File: config.mk
export PLATFORM = sky130hd
export DESIGN_NAME = aeac_ram
export DESIGN_NICKNAME = d
export VERILOG_FILES = /design/src/hdl/array_element_address_calc_top_defines.svh /design/src/hdl/aeac_ram.sv
export SDC_FILE = /design/constraint.sdc
export NUM_CORES = 1
export LEC_CHECK = 0
export BUFFER_PORTS_ARGS = -buffer_cell sky130_fd_sc_hd__buf_4
export CORE_ASPECT_RATIO = 0.7
export CORE_UTILIZATION = 60
export DETAILED_ROUTE_END_ITERATION = 8
export GPL_ROUTABILITY_DRIVEN = 0
export GPL_TIMING_DRIVEN = 0
export PLACE_DENSITY = 0.78
export SLEW_MARGIN = 0
export SYNTH_ARGS = -nofsm -noshare
export SYNTH_HDL_FRONTEND = slang
export SYNTH_SLANG_ARGS = --single-unit
File: constraint.sdc
create_clock -name clock -period 4 [get_ports clock]
set_input_delay 0.4 -clock clock [delete_from_list [all_inputs] [get_ports clock]]
set_output_delay 0.4 -clock clock [all_outputs]
set_load 0.1 [all_outputs]
File: src/hdl/array_element_address_calc_top_defines.svh
// assertion macros for the array element address calculator
`ifndef ARRAY_ELEMENT_ADDRESS_CALC_TOP_DEFINES_SVH
`define ARRAY_ELEMENT_ADDRESS_CALC_TOP_DEFINES_SVH

// same-cycle implication, disabled during reset
`define AEAC_ASSERT_IMP(label, clk, rst, ante, cons) \
   label: assert property (@(posedge clk) disable iff (rst) (ante) |-> (cons)) \
      else $error("aeac: implication check failed");

// next-cycle implication, disabled during reset
`define AEAC_ASSERT_NXT(label, clk, rst, ante, cons) \
   label: assert property (@(posedge clk) disable iff (rst) (ante) |=> (cons)) \
      else $error("aeac: next-cycle check failed");

`endif

File: src/hdl/aeac_ram.sv
// generic single-port-write ram with registered read
module aeac_ram #(
   parameter int WIDTH = 32,
   parameter int DEPTH = 16,
   parameter int ADDR_W = 4
) (
   input  logic              clock,
   input  logic              wr_en,
   input  logic [ADDR_W-1:0] wr_addr,
   input  logic [WIDTH-1:0]  wr_data,
   input  logic              rd_en,
   input  logic [ADDR_W-1:0] rd_addr,
   output logic [WIDTH-1:0]  rd_data
);

   logic [WIDTH-1:0] mem_ff [DEPTH];
   logic [WIDTH-1:0] rd_data_ff;

   // write port and registered read port, read data holds between reads
   always_ff @(posedge clock) begin
      if (wr_en) begin
         mem_ff[wr_addr] <= wr_data;
      end
      if (rd_en) begin
         rd_data_ff <= mem_ff[rd_addr];
      end
   end

   assign rd_data = rd_data_ff;

endmodule

== Word-level counts from Yosys, hierarchy flattened ==
Memories as Yosys holds them, arrays and structs flattened. A register that Yosys moved wholly into a read port is not among the register bits.
Cells that the tools add are included.
Storage, ports and cells
  bits in registers: 0
  bits in writable memories: 512
  input bits: 43
  output and inout port bits: 32
  word-level logic and storage cells: 3
  memories: 1
Cells by class
  muxes and demuxes: 2
Memories
  mem_ff: depth 16, width 32, read ports 1, clocked after memory_dff 1, wr ports 1, RTL line aeac_ram.sv:16  | logic [WIDTH-1:0] mem_ff [DEPTH];
Operators with widths (number)
  2-to-1 mux 1 bit: 2

== Logic depth before layout (Yosys ltp) ==
Gate-level depths: netlist of run 1.
  depth in word-level cells: 2
  mapped depth: 5
  gate-level depth less buffers: 3

== Worst setup path before layout of run 1 ==
OpenSTA, ideal clock, no wires.
  path type: input port to flip-flop
  from: in wr_addr[2]
  to: mem mem_ff[0][0], enable pin
  library setup time: 0.461 ns
  arrival: 3.118 ns
  data required time: 3.539 ns
  setup slack: 0.420 ns
  cell stages on the path: 2
  path buffers: 0
  cell sequence: or3b_2 -> nor3_1
RTL lines
  start, declared: RTL line aeac_ram.sv:9  | input logic [ADDR_W-1:0] wr_addr,
  end, declared: RTL line aeac_ram.sv:16
No word-level cell before the write port.

==> run metrics, run 1 <==
synth warn 0; status completed; leak pwr approximately 7.5 nW; I/O pin count 75; CP Depth 5; largest cells by area after synthesis edfxtp_1 (81%), mux4_2 (14%), a22oi_1 (2.4%), nand2_1 (0.61%), buf_4 (0.41%); share of cells above drive strength 1 a little under a third; post-route ant nets 0; Avg Cell Area, Syn roughly 24 um^2; post-synth top area share 81.0%; largest net degree at the start of global routing 33; Detailed Routing Iterations Pass 1 7; 1st-iter DRT viols roughly 1100; Worst Setup SP rd_addr[1]; core outline area roughly 33000 um^2; worst hold start wr_data[15]; final hold slack around 0.13 ns; dominant cell type by area after synthesis edfxtp_1; Total Wirelength 43200 um; CTS max path bufs 3; number of distinct library cells after synthesis 17; endpoint type of the worst setup path flip-flop; worst reg2reg startpoint mem_ff[2][3]; setup slack at placement 1.55 ns; Residual DRC 0; VDD IR max about 0.40 mV; Core Util, Final approximately 70%; Initial Util between 60 and 70%; wire per inst between 20 and 30 um; post-DR vias/cell ~6.6; Gate Count Post-Synth 838; Worst Slack Setup Final 2.10 ns; worst rel slew slack 35.4%; Num CTS Buffers 47; number of global-route vias before repair approximately 9800; first-pass GRT wire length between 60000 and 70000 um; critical path class in2reg; H-tree Lvls 2; slowest CP cell clkbuf_1; Inst Count DP roughly 1400; fraction of registers with async set/reset 0%; area grow syn2layout 15.4%; Rows 55; hold depth 1; Port Buffers slightly above 70; # diodes 0; power per cell area between 500 and 600 nW/um^2; RSZ-0062 raised after global routing no; clock-pin transition on the worst setup and hold timing paths around 0.07 ns; Layout Nets 1029; Peak Freq 525 MHz; HP Class in2reg; CTS tree done; startpoint types input pin; Setup Skew roughly 0.016 ns; FF-to-FF path depth 3; Syn Nets around 880; Seq/Total Area, Yosys between 80% and 90%; final setup violation count 0; Worst Tran Pin Value ~0.97 ns; synth cell count leaders edfxtp_1 (544), mux4_2 (128), a22oi_1 (64), nand2_1 (33), clkbuf_1 (17); Crit path required time between 4 and 5 ns; Top FF cell, synth edfxtp_1; die height between 150 and 200 um; fin crit period 1.90 ns; post_cts resized 0; WP data arrival approximately 2.2 ns; Detail Placement HPWL about 26000 um; DR vias roughly 9500; Max Cap Viol 0; Top delay family on crit path buffers and inverters; final slew viol count 0; Die Area 34400 um^2; Hold Violations, Final 0; Post-synth EDFFs between 500 and 600; max incr delay on CP roughly 0.55 ns; gr usage total 26.1%; clk sink count 544; Buf/Inv on CP 2; Setup Buffers After CTS 0; Finished Layout Cells 1444; initial antenna violation count 0; die width between 200 and 250 um; CP max FO 10; fillers about 1800; count leader, synth edfxtp_1; grt ovf 0; clock root buffer clkbuf_16; setup TNS 0 ns; CP Cell Sequence clkbuf_1, buf_2, mux4_2, a22oi_1, nand2_1; cts hold-fix bufs 0; Final Cycle Share between 40% and 50%; FF+latch count, synth ~540; Clk Latency, worst-skew pair roughly 0.56 ns; synthesized cell area 20200 um^2
[area by class of cell]
class                      instances  area (um^2)  share of cell area, %
multi-input combinational        251         3730                   16.0
clock inverter                    27          244                   1.05
clock buffer                      53         1240                   5.33
buffer                            43          223                  0.957
sequential                       544        16300                   70.2
timing repair buffer              99          980                   4.21
tap                              427          534                   2.29
[cells in the final DEF (no fill, tap or decap)]
master      instances
a22oi_1            64
and2_1              1
buf_1               9
buf_12              7
buf_16              5
buf_2               4
buf_4              85
buf_6              15
bufinv_16           5
clkbuf_1           21
clkbuf_16          49
clkinv_1           15
clkinv_2            6
clkinvlp_4          1
edfxtp_1          544
mux4_2            128
nand2_1            33
nand2b_1            2
nand3_1             1
nand3b_1            2
nor2_1              1
nor2_4             12
nor2b_1             2
nor3_2              4
or3b_2              1
[routing by layer]
metal / track usage [%] / wire [um] / up-vias
met5: 0 / 0 / -
met4: 8.96 / 1220 / 0
met3: 5.34 / 3820 / 95
met2: 41.2 / 20800 / 546
met1: 37.1 / 17400 / 5003
li1: - / - / 3894
[cell families after synthesis]
logic type      count (synthesis)  synth area share [%]
buf+inv                        43                  1.10
simple gates                   59                  1.25
mux                           128                  14.3
flops                         544                  81.0
compound gates                 64                  2.38
[stage by stage]
| step | total power, W | cell area (um^2) |
|---|---|---|
| 2_1_floorplan | 0.00708 | 20200 |
| 3_3_place_gp | 0.00734 | 21200 |
| 3_5_place_dp | 0.00739 | 21800 |
| 4_1_cts | 0.0117 | 23300 |
| 5_1_grt | 0.0120 | 23300 |
| 6_report | 0.0117 | 23300 |
[worst paths after layout]
path / slack (ns) / end
worst max register to register: 2.43 / rd_data[3]
worst min register to register: 0.76 / rd_data[18]
worst min-delay path: 0.13 / mem_ff[2][15]
worst max-delay path: 2.10 / rd_data[22]
[state kept, by name (all words and copies together) (netlist names)]
name	count
rd_data	32
mem_ff	512
[report_power, final]
group / total (W) / switching (W) / internal, W
registers: 0.00646 / 0.0000357 / 0.00642
clock network: 0.00443 / 0.00190 / 0.00253
logic: 0.000812 / 0.000548 / 0.000263
total: 0.0117 / 0.00248 / 0.00921
(Power assumes the default switching activity.)
==> run 2, diff against run 1 <==
==> constraint.sdc (replaced) <==
create_clock -name clock -period 1.9 [get_ports clock]
set_input_delay 0.19 -clock clock [delete_from_list [all_inputs] [get_ports clock]]
set_output_delay 0.19 -clock clock [all_outputs]
set_load 0.1 [all_outputs]
==> run metrics, run 2 (synthesized netlist as in run 1, its figures left out) <==
status completed; critical path class in2reg; largest net degree at the start of global routing 33 (unchanged); post_cts resized 0 (unchanged); die width 221 um (unchanged); Top reg by flops mem_ff; CP max FO 10 (unchanged); Layout Nets 1054 (+2.4%); Hold Violations, Final 0 (unchanged); post-route ant nets 0 (unchanged); final hold slack 0.119 ns (-0.0136 ns); core outline area 32700 um^2 (unchanged); Total Wirelength 45400 um (+5.0%); final slew viol count 0 (unchanged); clock-pin transition on the worst setup and hold timing paths 0.07 ns (about the same); VDD IR max 0.866 mV (+120%); gr usage total 27.6% (+1.5 points); setup slack at placement -0.311 ns (-1.86 ns); Internal Pwr Total 0.0192 W (+110%); clk sink count 544 (unchanged); WP data arrival 1.92 ns (-0.26 ns); I/O pin count 75 (unchanged); area grow syn2layout 17.0%; Seq pwr share 55.4% (+0.2 points); grt ovf 0 (unchanged); Setup Skew 0.0106 ns (-0.00510 ns); # diodes 0 (unchanged); max reg flops 512 (unchanged); endpoint type of the worst setup path flip-flop; logic gate share of total power 7.3% (+0.4 points); Setup Buffers After CTS 0 (unchanged); FF-to-FF path depth 3 (unchanged); HP Class in2reg; worst rel slew slack 34.3% (-1.1 points); first-pass GRT wire length 66600 um (+5.4%); RSZ-0062 raised after global routing no; hold depth 2 (+1); Initial Util 61.7% (unchanged); Num CTS Buffers 47 (unchanged); initial antenna violation count 0 (unchanged); startpoint types input pin; post-DR vias/cell 6.57 (-0.51%); CTS tree done; Peak Freq 617 MHz; most frequent cells in the layout edfxtp_1 (544), mux4_2 (128), buf_4 (83); Rows 55 (unchanged); power per cell area 1040 nW/um^2 (+110%); Worst Tran Pin Value 0.985 ns (+0.0161 ns); switching share of total power 21.7% (+0.49 points); Clk Latency, worst-skew pair 0.57 ns (about the same); Die Area 34400 um^2 (unchanged); Detail Placement HPWL 26000 um (+1.4%); Residual DRC 0 (unchanged); commonest non-fill, non-tap cell in the layout edfxtp_1; Max Cap Viol 0 (unchanged); wire per inst 30.8 um (+3.0%); CTS max path bufs 3 (unchanged); number of global-route vias before repair 10000 (+2.1%); share of cells above drive strength 1 30.0% (-1.6 points); leak pwr 7.57 nW (+1.5%); Clk network pwr share 37.3% (-0.6 points); clock root buffer clkbuf_16; fin crit period between 1.5 and 2 ns; Port Buffers 72 (unchanged); 1st-iter DRT viols 1075 (-3.4%); Sw Pwr 0.00533 W (+110%); final setup violation count 0 (unchanged); H-tree Lvls 2 (unchanged); Final Cycle Share around 85%; Detailed Routing Iterations Pass 1 5 (-2); Worst Slack Setup Final 0.278 ns (-1.82 ns); DR vias 9673 (+1.4%); die height 155 um (unchanged); Crit path required time 2.20 ns (-2.08 ns)
[run 2: changes by cell type in the layout (fill, tap and decap cells not counted), moves of 3 or more]
cell / previous run / this run
dlygate4sd3_1: 0 / 32
buf_6: 15 / 2
clkbuf_1: 21 / 27
buf_12: 7 / 12
nor3_2: 4 / 0
nor3_4: 0 / 4
buf_16: 5 / 8
[run 2: power by group through the flow]
stage          registers [W]  clock network (W)  logic (W)
6_report              0.0136            0.00916    0.00178
4_1_cts               0.0136            0.00927    0.00179
3_5_place_dp          0.0138                  0    0.00172
2_1_floorplan         0.0143                  0   0.000649
3_3_place_gp          0.0138                  0    0.00163
5_1_grt               0.0136            0.00974    0.00187
[run 2: final timing paths]
path             startpoint       endpoint  slack [ns]
min reg2reg  mem_ff[15][27]    rd_data[27]        0.75
min              wr_addr[1]  mem_ff[12][5]        0.12
max reg2reg    mem_ff[0][4]     rd_data[4]        0.30
max              rd_addr[1]    rd_data[21]        0.28
[run 2: layout make-up]
class	count	area (um^2)
Buffer	43	223
Clock buffer	59	1260
Clock inverter	24	183
Fill cell	1758	9070
Multi-Input combinational cell	251	3750
Sequential cell	544	16300
Tap cell	427	534
Timing Repair Buffer	124	1320
[run 2: through the flow]
stage	power (W)	setup TNS, ns	utilization [%]	area [um^2]	instances
after floorplan	0.0149	-99.57	-	20200	838
after global placement	0.0155	-849.53	65.1	21300	1337
after detailed placement	0.0156	-25.98	66.8	21800	1357
after CTS	0.0247	0	72.2	23600	1472
after global routing	0.0252	0	72.2	23600	1472
final	0.0245	0	72.2	23600	1472
[run 2: timing repair]
action,in CTS,in global routing
hold endpoints to repair,512,0
hold buffers,32,0
setup endpoints to repair,0,0
[run 2: critical path, cell delays in order]
cell and delay, ns:
clkbuf_1 0.58, buf_2 0.47, mux4_2 0.39, a22oi_1 0.16
nand2_1 0.12
[run 2: routing by layer]
layer,global-route usage [%],share of wire [%]
met1,39.1,39
met2,44.0,48
met3,5.23,9.9
met4,10.0,3.4
met5,0,0
